[src/hdl/c_type_keyword_lexer_top_assert.svh]
// Assertion macros shared by the lexer modules.
// Each macro expects clk and rst_n to be visible in the module that uses it.
`ifndef C_TYPE_KEYWORD_LEXER_TOP_ASSERT_SVH
`define C_TYPE_KEYWORD_LEXER_TOP_ASSERT_SVH

`ifndef SYNTH
`define CTKL_ASSERT_IMPLIES(lbl, ante, cons) \
  lbl: assert property (@(posedge clk) disable iff (!rst_n) (ante) |-> (cons)) \
    else $error("lexer assertion failed");
`define CTKL_ASSERT_NEXT(lbl, ante, cons) \
  lbl: assert property (@(posedge clk) disable iff (!rst_n) (ante) |=> (cons)) \
    else $error("lexer assertion failed");
`else
`define CTKL_ASSERT_IMPLIES(lbl, ante, cons)
`define CTKL_ASSERT_NEXT(lbl, ante, cons)
`endif

`endif

[src/hdl/ctkl_pkg.sv]
`default_nettype none
package ctkl_pkg;

  localparam int OFFSET_BITS = 16;
  localparam int KW_CHARS    = 8;
  localparam int KW_IDX_W    = $clog2(KW_CHARS);
  localparam int OFS_W       = 16;
  localparam int KW_COUNT    = 19;

  localparam logic [OFS_W-1:0] POS_LIMIT =
    (OFFSET_BITS >= OFS_W) ? {OFS_W{1'b1}} : OFS_W'((64'd1 << OFFSET_BITS) - 64'd1);

  typedef enum logic [4:0] {
    KIND_INVALID  = 5'd0,
    KIND_BOOL     = 5'd1,
    KIND_CHAR     = 5'd2,
    KIND_SHORT    = 5'd3,
    KIND_INT      = 5'd4,
    KIND_LONG     = 5'd5,
    KIND_FLOAT    = 5'd6,
    KIND_DOUBLE   = 5'd7,
    KIND_STRUCT   = 5'd8,
    KIND_ENUM     = 5'd9,
    KIND_UNION    = 5'd10,
    KIND_IDENT    = 5'd11,
    KIND_SIGNED   = 5'd12,
    KIND_UNSIGNED = 5'd13,
    KIND_COMPLEX  = 5'd14,
    KIND_CONST    = 5'd15,
    KIND_VOLATILE = 5'd16,
    KIND_RESTRICT = 5'd17,
    KIND_VOID     = 5'd18,
    KIND_POINTER  = 5'd19,
    KIND_END      = 5'd20
  } kind_t;

  // Element 0 is the first character of the word.
  typedef logic [0:KW_CHARS-1][7:0] chars_t;

  typedef struct packed {
    logic [7:0] text_byte;
    logic       end_of_text;
  } in_word_t;

  typedef struct packed {
    logic [4:0]       token_kind;
    logic [OFS_W-1:0] token_start;
    logic [OFS_W-1:0] token_length;
    logic             final_of_run;
  } out_word_t;

  typedef struct packed {
    logic [4:0]       kind;
    logic [OFS_W-1:0] start;
    logic [OFS_W-1:0] length;
  } tok_t;

  // Up to three tokens produced by one byte, packed from slot 0 upward.
  typedef struct packed {
    tok_t [2:0] slot;
    logic [1:0] count;
  } bundle_t;

  typedef struct packed {
    chars_t     text;
    logic [3:0] len;
    kind_t      kind;
  } kw_entry_t;

  localparam kw_entry_t KW_TABLE [KW_COUNT] = '{
    '{{"bool", 32'h0},     4'd4, KIND_BOOL},
    '{{"char", 32'h0},     4'd4, KIND_CHAR},
    '{{"short", 24'h0},    4'd5, KIND_SHORT},
    '{{"int", 40'h0},      4'd3, KIND_INT},
    '{{"long", 32'h0},     4'd4, KIND_LONG},
    '{{"float", 24'h0},    4'd5, KIND_FLOAT},
    '{{"double", 16'h0},   4'd6, KIND_DOUBLE},
    '{{"struct", 16'h0},   4'd6, KIND_STRUCT},
    '{{"enum", 32'h0},     4'd4, KIND_ENUM},
    '{{"union", 24'h0},    4'd5, KIND_UNION},
    '{{"signed", 16'h0},   4'd6, KIND_SIGNED},
    '{"unsigned",          4'd8, KIND_UNSIGNED},
    '{{"complex", 8'h0},   4'd7, KIND_COMPLEX},
    '{{"const", 24'h0},    4'd5, KIND_CONST},
    '{"volatile",          4'd8, KIND_VOLATILE},
    '{"restrict",          4'd8, KIND_RESTRICT},
    '{{"void", 32'h0},     4'd4, KIND_VOID},
    '{{"_Bool", 24'h0},    4'd5, KIND_BOOL},
    '{"_Complex",          4'd8, KIND_COMPLEX}
  };

  function automatic logic [OFS_W-1:0] sat_inc(input logic [OFS_W-1:0] x);
    return (x < POS_LIMIT) ? x + OFS_W'(1) : POS_LIMIT;
  endfunction

  function automatic logic is_word_start(input logic [7:0] c);
    return ((c >= "a") && (c <= "z")) || ((c >= "A") && (c <= "Z")) || (c == "_");
  endfunction

  function automatic logic is_word_char(input logic [7:0] c);
    return is_word_start(c) || ((c >= "0") && (c <= "9"));
  endfunction

  function automatic logic is_space(input logic [7:0] c);
    return (c == " ") || ((c >= 8'd9) && (c <= 8'd13));
  endfunction

  // Characters past the word length are always zero, so a padded compare
  // together with the length check gives an exact match.
  function automatic kind_t kw_kind(input chars_t text, input logic [OFS_W-1:0] len);
    kind_t k;
    k = KIND_IDENT;
    if (len <= OFS_W'(KW_CHARS)) begin
      for (int i = 0; i < KW_COUNT; i++) begin
        if ((len == OFS_W'(KW_TABLE[i].len)) && (text == KW_TABLE[i].text)) begin
          k = KW_TABLE[i].kind;
        end
      end
    end
    return k;
  endfunction

endpackage
`default_nettype wire

[src/hdl/ctkl_scan.sv]
`default_nettype none
`include "c_type_keyword_lexer_top_assert.svh"
module ctkl_scan (
  input  wire logic               clk,
  input  wire logic               rst_n,
  input  wire logic               go,
  input  wire ctkl_pkg::in_word_t in_data,
  output ctkl_pkg::bundle_t       bundle
);
  import ctkl_pkg::*;

  chars_t           chars_r, chars_nxt;
  logic [OFS_W-1:0] len_r, len_nxt;
  logic             inside_r, inside_nxt;
  logic [OFS_W-1:0] begin_r, begin_nxt;
  logic [OFS_W-1:0] pos_r, pos_nxt;

  logic [7:0] c;
  logic       last;
  tok_t [3:0] cand;
  logic [3:0] cand_v;
  logic [1:0] cnt;

  assign c    = in_data.text_byte;
  assign last = in_data.end_of_text;

  always_comb begin
    chars_nxt  = chars_r;
    len_nxt    = len_r;
    inside_nxt = inside_r;
    begin_nxt  = begin_r;
    pos_nxt    = sat_inc(pos_r);
    cand_v     = '0;
    if (inside_r && is_word_char(c)) begin
      if (len_r < OFS_W'(KW_CHARS)) begin
        chars_nxt[len_r[KW_IDX_W-1:0]] = c;
      end
      len_nxt = sat_inc(len_r);
    end else begin
      cand_v[0]  = inside_r;
      inside_nxt = 1'b0;
      if (is_word_start(c)) begin
        inside_nxt   = 1'b1;
        begin_nxt    = pos_r;
        chars_nxt    = '0;
        chars_nxt[0] = c;
        len_nxt      = OFS_W'(1);
      end else if (!is_space(c)) begin
        cand_v[1] = 1'b1;
      end
    end
    cand_v[2] = last && inside_nxt;
    cand_v[3] = last;

    // Word closed by this byte, the byte's own token, the word closed by the
    // end of text, and the end marker.
    cand[0] = '{kind: kw_kind(chars_r, len_r), start: begin_r, length: len_r};
    cand[1] = '{kind: ((c == "*") ? KIND_POINTER : KIND_INVALID), start: pos_r,
                length: OFS_W'(1)};
    cand[2] = '{kind: kw_kind(chars_nxt, len_nxt), start: begin_nxt, length: len_nxt};
    cand[3] = '{kind: KIND_END, start: pos_nxt, length: '0};

    bundle = '0;
    cnt    = '0;
    for (int i = 0; i < 4; i++) begin
      if (cand_v[i]) begin
        bundle.slot[cnt] = cand[i];
        cnt              = cnt + 2'd1;
      end
    end
    bundle.count = cnt;
  end

  always_ff @(posedge clk) begin
    if (!rst_n) begin
      chars_r  <= '0;
      len_r    <= '0;
      inside_r <= 1'b0;
      begin_r  <= '0;
      pos_r    <= '0;
    end else if (go) begin
      if (last) begin
        chars_r  <= '0;
        len_r    <= '0;
        inside_r <= 1'b0;
        begin_r  <= '0;
        pos_r    <= '0;
      end else begin
        chars_r  <= chars_nxt;
        len_r    <= len_nxt;
        inside_r <= inside_nxt;
        begin_r  <= begin_nxt;
        pos_r    <= pos_nxt;
      end
    end
  end

  `CTKL_ASSERT_NEXT(a_reset_after_last, go && last, !inside_r && (pos_r == '0))
  `CTKL_ASSERT_IMPLIES(a_word_has_length, inside_r, len_r != '0)
  `CTKL_ASSERT_IMPLIES(a_word_not_ahead, inside_r, begin_r <= pos_r)

endmodule
`default_nettype wire

[src/hdl/ctkl_emit.sv]
`default_nettype none
`include "c_type_keyword_lexer_top_assert.svh"
module ctkl_emit (
  input  wire logic                clk,
  input  wire logic                rst_n,
  input  wire logic                load,
  input  wire ctkl_pkg::bundle_t   bundle,
  output logic                     bnd_ready,
  output logic                     out_valid,
  input  wire logic                out_stall,
  output ctkl_pkg::out_word_t      out_data
);
  import ctkl_pkg::*;

  tok_t [2:0] slot_r;
  logic [1:0] cnt_r;
  logic [1:0] idx_r;
  logic       valid_r;
  logic       last_slot;
  logic       fire;

  assign last_slot = (idx_r == (cnt_r - 2'd1));
  assign fire      = valid_r && !out_stall;
  // The bundle register frees up in the same cycle its final word leaves.
  assign bnd_ready = !valid_r || (fire && last_slot);

  assign out_valid             = valid_r;
  assign out_data.token_kind   = slot_r[idx_r].kind;
  assign out_data.token_start  = slot_r[idx_r].start;
  assign out_data.token_length = slot_r[idx_r].length;
  assign out_data.final_of_run = last_slot;

  always_ff @(posedge clk) begin
    if (!rst_n) begin
      valid_r <= 1'b0;
      idx_r   <= '0;
      cnt_r   <= '0;
    end else if (load) begin
      valid_r <= 1'b1;
      idx_r   <= '0;
      cnt_r   <= bundle.count;
    end else if (fire) begin
      if (last_slot) begin
        valid_r <= 1'b0;
      end else begin
        idx_r <= idx_r + 2'd1;
      end
    end
  end

  always_ff @(posedge clk) begin
    if (load) begin
      slot_r <= bundle.slot;
    end
  end

  `CTKL_ASSERT_IMPLIES(a_load_when_free, load, bnd_ready && (bundle.count != 2'd0))
  `CTKL_ASSERT_IMPLIES(a_idx_in_range, valid_r, (idx_r < cnt_r) && (cnt_r != 2'd0))
  `CTKL_ASSERT_NEXT(a_run_continues, fire && !last_slot,
                    valid_r && (idx_r == ($past(idx_r) + 2'd1)))

endmodule
`default_nettype wire

[src/hdl/c_type_keyword_lexer_top.sv]
// A byte accepted into byte_r is scanned there and its tokens are registered in
// the slot register of u_emit; a byte with no token just updates the lexer state.
// Throughput: one byte per cycle while each byte yields at most one token and the
// output is not stalled; a byte's tokens leave the output register one at a time.
// Reset (rst_n low, synchronous) clears the lexer state and all valid flags.
`default_nettype none
module c_type_keyword_lexer_top (
  input  wire logic                clk,
  input  wire logic                rst_n,
  input  wire logic                in_valid,
  output logic                     in_stall,
  input  wire ctkl_pkg::in_word_t  in_data,
  output logic                     out_valid,
  input  wire logic                out_stall,
  output ctkl_pkg::out_word_t      out_data
);
  import ctkl_pkg::*;

  in_word_t byte_r;
  logic     hold_r;
  logic     bnd_ready;
  logic     go;
  logic     load;
  bundle_t  bundle;

  assign go       = hold_r && bnd_ready;
  assign load     = go && (bundle.count != 2'd0);
  assign in_stall = hold_r && !bnd_ready;

  always_ff @(posedge clk) begin
    if (!rst_n) begin
      hold_r <= 1'b0;
    end else if (in_valid && !in_stall) begin
      hold_r <= 1'b1;
    end else if (go) begin
      hold_r <= 1'b0;
    end
  end

  always_ff @(posedge clk) begin
    if (in_valid && !in_stall) begin
      byte_r <= in_data;
    end
  end

  ctkl_scan u_scan (
    .clk     (clk),
    .rst_n   (rst_n),
    .go      (go),
    .in_data (byte_r),
    .bundle  (bundle)
  );

  ctkl_emit u_emit (
    .clk       (clk),
    .rst_n     (rst_n),
    .load      (load),
    .bundle    (bundle),
    .bnd_ready (bnd_ready),
    .out_valid (out_valid),
    .out_stall (out_stall),
    .out_data  (out_data)
  );

endmodule
`default_nettype wire
[config.mk]
export PLATFORM = sky130hd
export DESIGN_NAME = c_type_keyword_lexer_top
export DESIGN_NICKNAME = d
export VERILOG_FILES = /design/src/hdl/ctkl_pkg.sv /design/src/hdl/ctkl_scan.sv /design/src/hdl/ctkl_emit.sv /design/src/hdl/c_type_keyword_lexer_top.sv
export VERILOG_INCLUDE_DIRS = /design/src /design/src/hdl
export SDC_FILE = /design/constraint.sdc
export NUM_CORES = 1
export LEC_CHECK = 0
export BUFFER_PORTS_ARGS = -buffer_cell sky130_fd_sc_hd__buf_2
export CORE_AREA = 2 2 192 194
export DETAILED_ROUTE_END_ITERATION = 8
export DIE_AREA = 0 0 194 196
export PLACE_DENSITY = 0.61
export SKIP_CTS_REPAIR_TIMING = 1
export SYNTH_ARGS = -nofsm -noshare
export SYNTH_HDL_FRONTEND = slang
export SYNTH_SLANG_ARGS = --single-unit
[constraint.sdc]
create_clock -name clk -period 6 [get_ports clk]
set_input_delay 0.9 -clock clk [delete_from_list [all_inputs] [get_ports clk]]
set_output_delay 0.9 -clock clk [all_outputs]
set_load 0.05 [all_outputs]
==> impl_metrics.env, run 1 <==
export IMPL_num_rows=70
export IMPL_hold_class="flip-flop to flip-flop"
export IMPL_rsz0062_at_grt="false"
export IMPL_grtUsageTotal_pct=35.3
export IMPL_synth_area_mm2=0.0160
export IMPL_ir_drop_v=0.000212
export IMPL_clock_latency_ns=0.58
export IMPL_synthCells=1950
export IMPL_routed_wl_um=68200
export IMPL_syn_to_final_growth_pct=9.52
export IMPL_pin_count=53
export IMPL_slew_headroom_pct=14.0
export IMPL_busiest_layer="met2"
export IMPL_tightestPinTransition_ns=1.28
export IMPL_synth_xor_area_share_pct=0.819
export IMPL_routed_via_density=6.70
export IMPL_startpoint_type="flip-flop"
export IMPL_cts_max_level=1
export IMPL_crit_required_ns=6.28
export IMPL_setup_viol=0
export IMPL_synth_top_family_by_area="simple AND/OR/NAND/NOR gates"
export IMPL_end_kind="flip-flop"
export IMPL_fmax_mhz=176
export IMPL_p_leak_nw=5.54
export IMPL_fin_setup_tns_ns=0
export IMPL_p_total_mw=4.05
export IMPL_fin_crit_sh_pct=94.6
export IMPL_drt_iter0_markers=1709
export IMPL_crit_type="flip-flop to flip-flop"
export IMPL_cts_tree="yes"
export IMPL_yosys_area_share_simple_pct=32.8
export IMPL_ys_types=95
export IMPL_powerDensity_mw_per_mm2=231
export IMPL_path_max_fanout=18
export IMPL_drcViolationCount=0
export IMPL_dr_total_vias=16200
export IMPL_antenna_found_initial=0
export IMPL_die_h_um=196
export IMPL_ys_warn_count=0
export IMPL_cp_data_arrival_time_ns=5.95
export IMPL_diodes=0
export IMPL_async_reset_ff_share_pct=0
export IMPL_die_area_mm2=0.0380
export IMPL_clk_pin_slew_ns=0.06
export IMPL_cts_buffers=29
export IMPL_clockBufferDepth=3
export IMPL_clock_sinks=239
export IMPL_io_buffer_count=52
export IMPL_synth_adder_area_share_pct=0.858
export IMPL_synth_flop_cell="edfxtp_1"
export IMPL_firstDrtPassIters=5
export IMPL_place_congestion=1.06
export IMPL_use_met1_pct=45.3
export IMPL_clock_skew_final_ns=0.0197
export IMPL_die_w_um=194
export IMPL_wl_per_cell_um=28.2
export IMPL_hold_viol=0
export IMPL_syn_nets=1974
export IMPL_grt_ovfl_total=0
export IMPL_antenna_left=0
export IMPL_ys_seq_elements=239
export IMPL_synth_compound_area_share_pct=20.1
export IMPL_post_route_cells_drive_above_1_share_pct=9.75
export IMPL_grt_pass1_vias=15400
export IMPL_status="finished clean"
export IMPL_met2_usage_pct=55.6
export IMPL_dp_hpwl_um=50400
export IMPL_final_util_pct=48.7
export IMPL_syn_area_per_cell_um2=8.22
export IMPL_grt_pass1_wl_um=102000
export IMPL_max_cap_viol_count=0
export IMPL_core_mm2=0.0361
export IMPL_slew_violations=0
export IMPL_synth_area_mux_share_pct=3.70
export IMPL_fin_crit_ns=5.68
export IMPL_synth_edff_count=120
export IMPL_start_util_pct=44.4
export IMPL_synth_seq_area_share_pct=37.3
export IMPL_grt_max_degree=119
export IMPL_finalNetCount=1949
export IMPL_met3_usage_pct=5.29
export IMPL_root_buffer="clkbuf_16"
-- critical path: stages, from the launching register on --
cell and delay [ns]:
edfxtp_1 0.71, and4b_1 0.31, o311a_1 0.49, a21oi_2 0.73
nor3_1 0.16, a211oi_2 0.77, nand4_1 0.37, nor4b_1 0.49
or4b_1 0.52, nor3_1 0.38, a21oi_1 0.14, nand4b_1 0.21
o31ai_1 0.11
-- cell usage after synthesis, drive strengths merged (6+ instances only) --
| cell | number | share of area, % |
|---|---|---|
| mux2i | 57 | 3.6 |
| inv | 26 | 0.61 |
| and4 | 9 | 0.49 |
| nand4b | 15 | 0.82 |
| nor3 | 78 | 2.5 |
| edfxtp | 120 | 22 |
| nand4 | 50 | 2.0 |
| and2 | 40 | 1.6 |
| nor2 | 190 | 4.5 |
| or4 | 17 | 0.89 |
| a22o | 17 | 0.93 |
| buf | 38 | 1.2 |
| o21a | 7 | 0.33 |
| a21oi | 101 | 3.2 |
| a211oi | 10 | 0.50 |
| o211ai | 7 | 0.33 |
| nand3b | 12 | 0.56 |
| nand3 | 75 | 2.3 |
| a31oi | 22 | 0.86 |
| nor4b | 10 | 0.55 |
| nor2b | 115 | 4.5 |
| clkbuf | 109 | 2.6 |
| ha | 11 | 0.86 |
| a22oi | 88 | 4.2 |
| xor2 | 8 | 0.44 |
| o22ai | 12 | 0.47 |
| nand2 | 187 | 4.4 |
| xnor2 | 7 | 0.38 |
| nand2b | 19 | 0.74 |
| or3 | 18 | 0.70 |
| nor4 | 57 | 2.6 |
| a21boi | 14 | 0.66 |
| and3 | 31 | 1.2 |
| nor3b | 11 | 0.52 |
| a32oi | 6 | 0.33 |
| a221oi | 19 | 1.1 |
| dfxtp | 119 | 15 |
| o21ai | 120 | 3.7 |
| or2 | 16 | 0.62 |
-- placed cells by master, fill, tap and decap left out, types with 18 or more instances in the layout --
| master | instances |
|---|---|
| a21oi_1 | 97 |
| nand2_1 | 185 |
| mux2i_1 | 57 |
| o21ai_0 | 110 |
| nor2b_1 | 114 |
| edfxtp_1 | 120 |
| buf_4 | 36 |
| inv_1 | 25 |
| nand2b_1 | 19 |
| nor4_1 | 52 |
| clkbuf_16 | 29 |
| and3_1 | 31 |
| a221oi_1 | 18 |
| nor3_1 | 75 |
| and2_1 | 37 |
| dfxtp_1 | 118 |
| nand4_1 | 49 |
| buf_2 | 52 |
| nor2_1 | 188 |
| a31oi_1 | 22 |
| nand3_1 | 75 |
| or3_1 | 18 |
| a22oi_1 | 87 |
-- state kept, by name, summed over array words and instances, names as in the netlist, 2 cells and up --
name	cells
byte_r	9
u_emit.slot_r	111
u_scan.len_r	16
u_emit.cnt_r	2
u_scan.begin_r	16
u_emit.idx_r	2
u_scan.pos_r	16
u_scan.chars_r	64
-- metal layers --
layer | wire length [um] | vias up
met5 | 0 | -
met4 | 5110 | 0
met3 | 5610 | 201
met2 | 30100 | 937
met1 | 27400 | 7755
li1 | - | 7290
-- cell type report --
type                            instances  area, um^2
Tap cell                              468         586
Sequential cell                       239        5990
Timing Repair Buffer                   91         591
Multi-Input combinational cell       1538        9380
Fill cell                            3548       18500
Clock inverter                         12        98.8
Inverter                               26         101
Clock buffer                           42         815
-- logic make-up after synthesis --
family	after synthesis
simple gates	971
compound gates	482
flops	239
buf+inv	173
mux	59
xor+xnor	15
fa+ha+maj	11
-- per-stage QoR --
stage                     hold WS [ns]  instance area (um^2)  worst slack, ns  instances
final                            0.445                 17600            0.321       2416
after global placement           0.429                 16600            0.436       2362
after global routing             0.462                 17600           0.0127       2416
after detailed placement         0.435                 16600            0.393       2362
after CTS                        0.447                 17600            0.378       2416
after floorplan                  0.415                 16000            0.459       1950
-- worst paths after layout --
check	startpoint	endpoint	slack [ns]	cells past startpoint
hold / removal	u_scan.chars_r[47]$_SDFFE_PN0P_	u_scan.chars_r[47]$_SDFFE_PN0P_	0.45	2
setup reg to reg	byte_r[6]$_DFFE_PP_	u_emit.slot_r[35]$_DFFE_PP_	0.32	12
setup / recovery	byte_r[6]$_DFFE_PP_	u_emit.slot_r[35]$_DFFE_PP_	0.32	12
hold reg to reg	u_scan.chars_r[47]$_SDFFE_PN0P_	u_scan.chars_r[47]$_SDFFE_PN0P_	0.45	2
-- power by group --
group,switching (mW),internal [mW],leakage [nW]
clock,0.713,0.985,0.445
combinational,0.407,0.122,2.93
sequential,0.0308,1.79,2.16
Note: power is estimated with default switching activity, not from simulation.
==> run 2, diff against run 1 <==
Settings changed: BUFFER_PORTS_ARGS -buffer_cell sky130_fd_sc_hd__buf_2 to -buffer_cell sky130_fd_sc_hd__buf_4.
==> run 2 against run 1 <==
Via count shrank 0.70%. Power fell by 2.7%. Global-route usage is 1.6 points lower. Clock skew shrank 0.0068 ns. Wire length decreased by 3.7%. Fmax shrank 1.1%. Clock power shrank 7%. Sequential cell count unchanged. Worst hold slack better by 0.011 ns. Utilization barely moved. Sequential power about the same. Critical path type unchanged. Largest power group unchanged. Highest routed layer unchanged.
==> impl_metrics.env, run 2 (synthesis gave the netlist of run 1 again) <==
export IMPL_core_mm2=0.0361
export IMPL_reg2regPathDepth=13
export IMPL_fin_crit_ns=5.74
export IMPL_p_leak_nw=5.51
export IMPL_hold_start="u_scan.chars_r[47]$_SDFFE_PN0P_"
export IMPL_cts_tree="yes"
export IMPL_die_w_um=194
export IMPL_slew_headroom_pct=19.2
export IMPL_routed_wl_um=65700
export IMPL_grt_max_degree=83
export IMPL_switching_share_pct=28.7
export IMPL_dp_cells=2360
export IMPL_setup_viol=0
export IMPL_die_area_mm2=0.0380
export IMPL_root_buffer="clkbuf_16"
export IMPL_path_cells="ha_1 > and3_1 > nand4_1 > nor2_1 > nor3_1 > a211oi_2 > nand4_1 > nor4b_1 > or4b_1 > nor3_1 > a21oi_1 > nand4b_1 > o31ai_1"
export IMPL_slew_violations=0
export IMPL_dp_hpwl_um=48900
export IMPL_wl_per_cell_um=27.2
export IMPL_hold_slack_ns=0.456
export IMPL_clock_sinks=239
export IMPL_antenna_left=0
export IMPL_finalInstanceArea_mm2=0.0176
export IMPL_grt_ovfl_total=0
export IMPL_status="finished clean"
export IMPL_power_switching_mw=1.13
export IMPL_crit_type="flip-flop to flip-flop"
export IMPL_diodes=0
export IMPL_grt_pass1_vias=15100
export IMPL_slowest_stage="dfxtp_1"
export IMPL_cp_buffers_inverters=0
export IMPL_num_rows=70
export IMPL_fmax_mhz=174
export IMPL_max_cap_viol_count=0
export IMPL_fin_crit_sh_pct=95.7
export IMPL_cts_max_level=1
export IMPL_start_util_pct=44.4
export IMPL_clock_skew_final_ns=0.0129
export IMPL_antenna_found_initial=0
export IMPL_cts_buffers=28
export IMPL_syn_to_final_growth_pct=9.61
export IMPL_grtUsageTotal_pct=33.7
export IMPL_powerDensity_mw_per_mm2=224
export IMPL_most_common_layout_cells="188 x nor2_1, 185 x nand2_1, 120 x edfxtp_1"
export IMPL_regMostFlops="u_emit.slot_r"
export IMPL_end_kind="flip-flop"
export IMPL_io_buffer_count=52
export IMPL_firstDrtPassIters=6
export IMPL_dpl_cell_area_mm2=0.0167
export IMPL_drt_iter0_markers=1862
export IMPL_hold_class="flip-flop to flip-flop"
export IMPL_clk_pin_slew_ns=0.07
export IMPL_pin_count=53
export IMPL_largestRegisters="u_emit.slot_r: 111 flops, u_scan.chars_r: 64 flops"
export IMPL_pwr_share_comb_pct=13.7
export IMPL_drcViolationCount=0
export IMPL_clock_latency_ns=0.56
export IMPL_place_congestion=1.06
export IMPL_die_h_um=196
export IMPL_crit_required_ns=6.28
export IMPL_grt_pass1_wl_um=98100
export IMPL_pwr_share_seq_pct=46.3
export IMPL_clockBufferDepth=3
export IMPL_pwr_share_clk_pct=40.0
export IMPL_cp_data_arrival_time_ns=6.02
export IMPL_holdPathEnd="u_scan.chars_r[47]$_SDFFE_PN0P_"
export IMPL_fin_setup_tns_ns=0
export IMPL_crit_family="simple AND/OR/NAND/NOR gates"
export IMPL_p_int_mw=2.81
export IMPL_startpoint_type="flip-flop"
export IMPL_max_stage_delay_ns=0.91
export IMPL_largest_reg_flops=111
export IMPL_reg2reg_slack_ns=0.26
export IMPL_hold_viol=0
export IMPL_routed_via_density=6.66
export IMPL_mostFrequentLayoutCell="nor2_1"
export IMPL_finalNetCount=1946
export IMPL_min_path_cells=2
export IMPL_instances_no_fill=2412
export IMPL_r2r_start="u_scan.len_r[0]$_SDFFE_PN0P_"
export IMPL_dr_total_vias=16100
export IMPL_path_max_fanout=19
export IMPL_post_route_cells_drive_above_1_share_pct=9.36
export IMPL_ir_drop_v=0.000220
export IMPL_rsz0062_at_grt="false"
export IMPL_reg2reg_to="u_emit.slot_r[35]$_DFFE_PP_"
export IMPL_tightestPinTransition_ns=1.19
[run 2: stage by stage]
step / setup slack (ns) / total power [mW] / utilization, %
global placement: 0.573 / 2.39 / 46.4
finish: 0.258 / 3.94 / 48.7
detailed placement: 0.500 / 2.39 / 46.4
CTS: 0.446 / 3.95 / 48.7
floorplan: 0.459 / 2.20 / -
global route: 0.00893 / 4.05 / 48.7
[run 2: worst reg2reg max path: cells and delay by family, from the launching register on]
kind | cells | cell delay, ns
simple gates | 9 | 3.20
flops | 1 | 0.91
compound gates | 3 | 0.89
fa+ha+maj | 1 | 0.45
[run 2: worst max-delay path by stage]
stage | start | cells past startpoint | end | slack [ns]
after floorplan | byte_r[3]$_DFFE_PP_ | 16 | u_emit.slot_r[0]$_DFFE_PP_ | 0.46
after global placement | u_scan.len_r[0]$_SDFFE_PN0P_ | 13 | u_emit.slot_r[35]$_DFFE_PP_ | 0.57
after detailed placement | u_scan.len_r[0]$_SDFFE_PN0P_ | 13 | u_emit.slot_r[35]$_DFFE_PP_ | 0.50
after CTS | u_scan.len_r[0]$_SDFFE_PN0P_ | 13 | u_emit.slot_r[35]$_DFFE_PP_ | 0.45
after global routing | u_scan.len_r[0]$_SDFFE_PN0P_ | 13 | u_emit.slot_r[35]$_DFFE_PP_ | 0.009
final | u_scan.len_r[0]$_SDFFE_PN0P_ | 13 | u_emit.slot_r[35]$_DFFE_PP_ | 0.26
[run 2: power by group through the flow]
stage	logic, mW	clock network [mW]	registers, mW
after floorplan	0.358	0	1.85
after global placement	0.535	0	1.85
after detailed placement	0.538	0	1.86
after CTS	0.539	1.59	1.82
after global routing	0.573	1.65	1.83
final	0.542	1.58	1.82
[run 2: routing by layer]
layer  wire length, um  track usage (%)
met1             27100             44.6
met2             29100             53.4
met4              4210             18.6
met5                 0                0
met3              5290             4.62
[run 2: layout make-up]
| type | count | area, um^2 |
|---|---|---|
| Tap cell | 468 | 586 |
| Timing Repair Buffer | 89 | 693 |
| Clock buffer | 38 | 759 |
| Multi-Input combinational cell | 1538 | 9380 |
| Fill cell | 3529 | 18500 |
| Clock inverter | 14 | 68.8 |
| Sequential cell | 239 | 5990 |
| Inverter | 26 | 101 |
==> run 3, diff against run 2 <==
Settings changed: CELL_PAD_IN_SITES_DETAIL_PLACEMENT from default to 1, CELL_PAD_IN_SITES_GLOBAL_PLACEMENT from default to 2, CORE_AREA 2 2 192 194 to 2 2 218 220, DIE_AREA 0 0 194 196 to 0 0 220 222, PLACE_DENSITY 0.61 to 0.74.
==> run 3 against run 2 <==
Via count is 0.30% higher. Final area rose by 2.3%. First-iteration DRC count decreased by 21%. Global-route usage fell by 3.0 points. Clock power rose by 14%. Count of clock-buffer cells in the layout increased by 3. Wire length up 15%. Critical path type unchanged. Highest routed layer unchanged.
==> impl_metrics.env, run 3 (synthesis gave the netlist of run 1 again) <==
export IMPL_status="finished clean"
export IMPL_hold_viol=0
export IMPL_r2r_start="byte_r[3]$_DFFE_PP_"
export IMPL_clk_pin_slew_ns=0.06
export IMPL_cp_endpoint="u_emit.slot_r[35]$_DFFE_PP_"
export IMPL_io_buffer_count=52
export IMPL_cp_data_arrival_time_ns=5.71
export IMPL_cp_depth=13
export IMPL_largest_reg_flops=111
export IMPL_place_congestion=0.993
export IMPL_antenna_left=0
export IMPL_core_mm2=0.0463
export IMPL_die_area_mm2=0.0488
export IMPL_setup_viol=0
export IMPL_slowest_stage="nor3_2"
export IMPL_max_cap_viol_count=0
export IMPL_mostFrequentLayoutCell="nor2_1"
export IMPL_grt_pass1_vias=16000
export IMPL_root_buffer="clkbuf_16"
export IMPL_cts_max_level=1
export IMPL_die_w_um=220
export IMPL_antenna_found_initial=2
export IMPL_reg2reg_slack_ns=0.58
export IMPL_dr_total_vias=16100
export IMPL_path_max_fanout=18
export IMPL_startpoint_type="flip-flop"
export IMPL_fmax_mhz=185
export IMPL_fin_crit_ns=5.42
export IMPL_tightestPinTransition_ns=1.27
export IMPL_diodes=0
export IMPL_clockBufferDepth=3
export IMPL_path_cells="or2_2 > nor3_2 > o21ai_2 > buf_4 > and2_1 > a22o_1 > nor4_1 > nand3_1 > or2_2 > nor4_1 > a221oi_1 > nand4b_1 > o31ai_1"
export IMPL_fin_crit_sh_pct=90.3
export IMPL_dp_hpwl_um=56300
export IMPL_hold_class="flip-flop to flip-flop"
export IMPL_wl_per_cell_um=29.5
export IMPL_p_leak_nw=5.63
export IMPL_crit_start="byte_r[3]$_DFFE_PP_"
export IMPL_dpl_worst_slack_ns=0.786
export IMPL_multi_input_area_mm2=0.00939
export IMPL_routed_via_density=6.28
export IMPL_grt_max_degree=62
export IMPL_cp_buffers_inverters=1
export IMPL_regArea_mm2=0.00599
export IMPL_cts_tree="yes"
export IMPL_max_stage_delay_ns=0.74
export IMPL_syn_to_final_growth_pct=12.1
export IMPL_largestRegisters="u_emit.slot_r: 111 flops, u_scan.chars_r: 64 flops"
export IMPL_post_route_cells_drive_above_1_share_pct=10.3
export IMPL_start_util_pct=34.7
export IMPL_drcViolationCount=0
export IMPL_grt_pass1_wl_um=111000
export IMPL_grt_ovfl_total=0
export IMPL_crit_family="simple AND/OR/NAND/NOR gates"
export IMPL_clock_latency_ns=0.58
export IMPL_most_common_layout_cells="187 x nor2_1, 185 x nand2_1, 120 x edfxtp_1"
export IMPL_slew_violations=0
export IMPL_die_h_um=222
export IMPL_fin_ws_ns=0.583
export IMPL_clock_skew_final_ns=0.0280
export IMPL_ir_drop_v=0.000197
export IMPL_crit_type="flip-flop to flip-flop"
export IMPL_reg2reg_to="u_emit.slot_r[35]$_DFFE_PP_"
export IMPL_fin_setup_tns_ns=0
export IMPL_finalNetCount=1959
export IMPL_crit_required_ns=6.29
export IMPL_firstDrtPassIters=5
export IMPL_clock_sinks=239
export IMPL_drt_iter0_markers=1477
export IMPL_routed_wl_um=75500
export IMPL_regMostFlops="u_emit.slot_r"
export IMPL_powerDensity_mw_per_mm2=233
export IMPL_rsz0062_at_grt="false"
export IMPL_slew_headroom_pct=14.1
export IMPL_num_rows=79
export IMPL_cts_buffers=29
export IMPL_fill_cells=5510
export IMPL_end_kind="flip-flop"
export IMPL_pin_count=53
export IMPL_grtUsageTotal_pct=30.7
export IMPL_reg2regPathDepth=13
run 3: area by class of cell:
class | count | share of cell area (%)
well taps | 607 | 4.22
clock inverters | 13 | 0.821
clock buffers | 41 | 4.48
repair buffers | 101 | 4.36
multi-input cells | 1538 | 52.3
flip-flops and latches | 239 | 33.3
inverters | 26 | 0.564
run 3: report_power, final:
part	switching [mW]	total (mW)	internal [mW]
Sequential	0.0284	1.82	1.79
Combinational	0.426	0.566	0.140
Clock	0.738	1.80	1.06
run 3: worst reg2reg max path, stage by stage (launching register included):
cell      delay (ns)
edfxtp_1        0.53
or2_2           0.42
nor3_2          0.74
o21ai_2         0.33
buf_4           0.30
and2_1          0.28
a22o_1          0.26
nor4_1          0.47
nand3_1         0.28
or2_2           0.42
nor4_1          0.50
a221oi_1        0.27
nand4b_1        0.24
o31ai_1         0.10
run 3: through the flow:
stage | hold slack [ns] | instances | util (%) | area [um^2] | total power, mW
after global placement | 0.429 | 2511 | 36.8 | 17000 | 2.41
after floorplan | 0.415 | 1950 | - | 16000 | 2.20
after CTS | 0.450 | 2565 | 38.9 | 18000 | 4.22
after detailed placement | 0.441 | 2511 | 36.8 | 17000 | 2.42
final | 0.454 | 2565 | 38.9 | 18000 | 4.18
after global routing | 0.477 | 2565 | 38.9 | 18000 | 4.32
run 3: how the worst min path moves through the flow:
stage	start	end	slack [ns]	depth (start not counted)
final	u_scan.chars_r[47]$_SDFFE_PN0P_	u_scan.chars_r[47]$_SDFFE_PN0P_	0.45	2
after floorplan	u_scan.chars_r[47]$_SDFFE_PN0P_	u_scan.chars_r[47]$_SDFFE_PN0P_	0.41	2
after CTS	u_scan.chars_r[47]$_SDFFE_PN0P_	u_scan.chars_r[47]$_SDFFE_PN0P_	0.45	2
after global placement	u_scan.chars_r[47]$_SDFFE_PN0P_	u_scan.chars_r[47]$_SDFFE_PN0P_	0.43	2
after global routing	in_data[7]	byte_r[7]$_DFFE_PP_	0.48	1
after detailed placement	u_scan.chars_r[47]$_SDFFE_PN0P_	u_scan.chars_r[47]$_SDFFE_PN0P_	0.44	2
run 3: metal layers:
layer | vias to the layer above | track usage (%) | wire (um)
met3 | 137 | 2.88 | 3460
li1 | 7294 | - | -
met2 | 550 | 50.3 | 35100
met4 | 0 | 12.8 | 3760
met1 | 8136 | 41.1 | 33200
met5 | - | 0 | 0
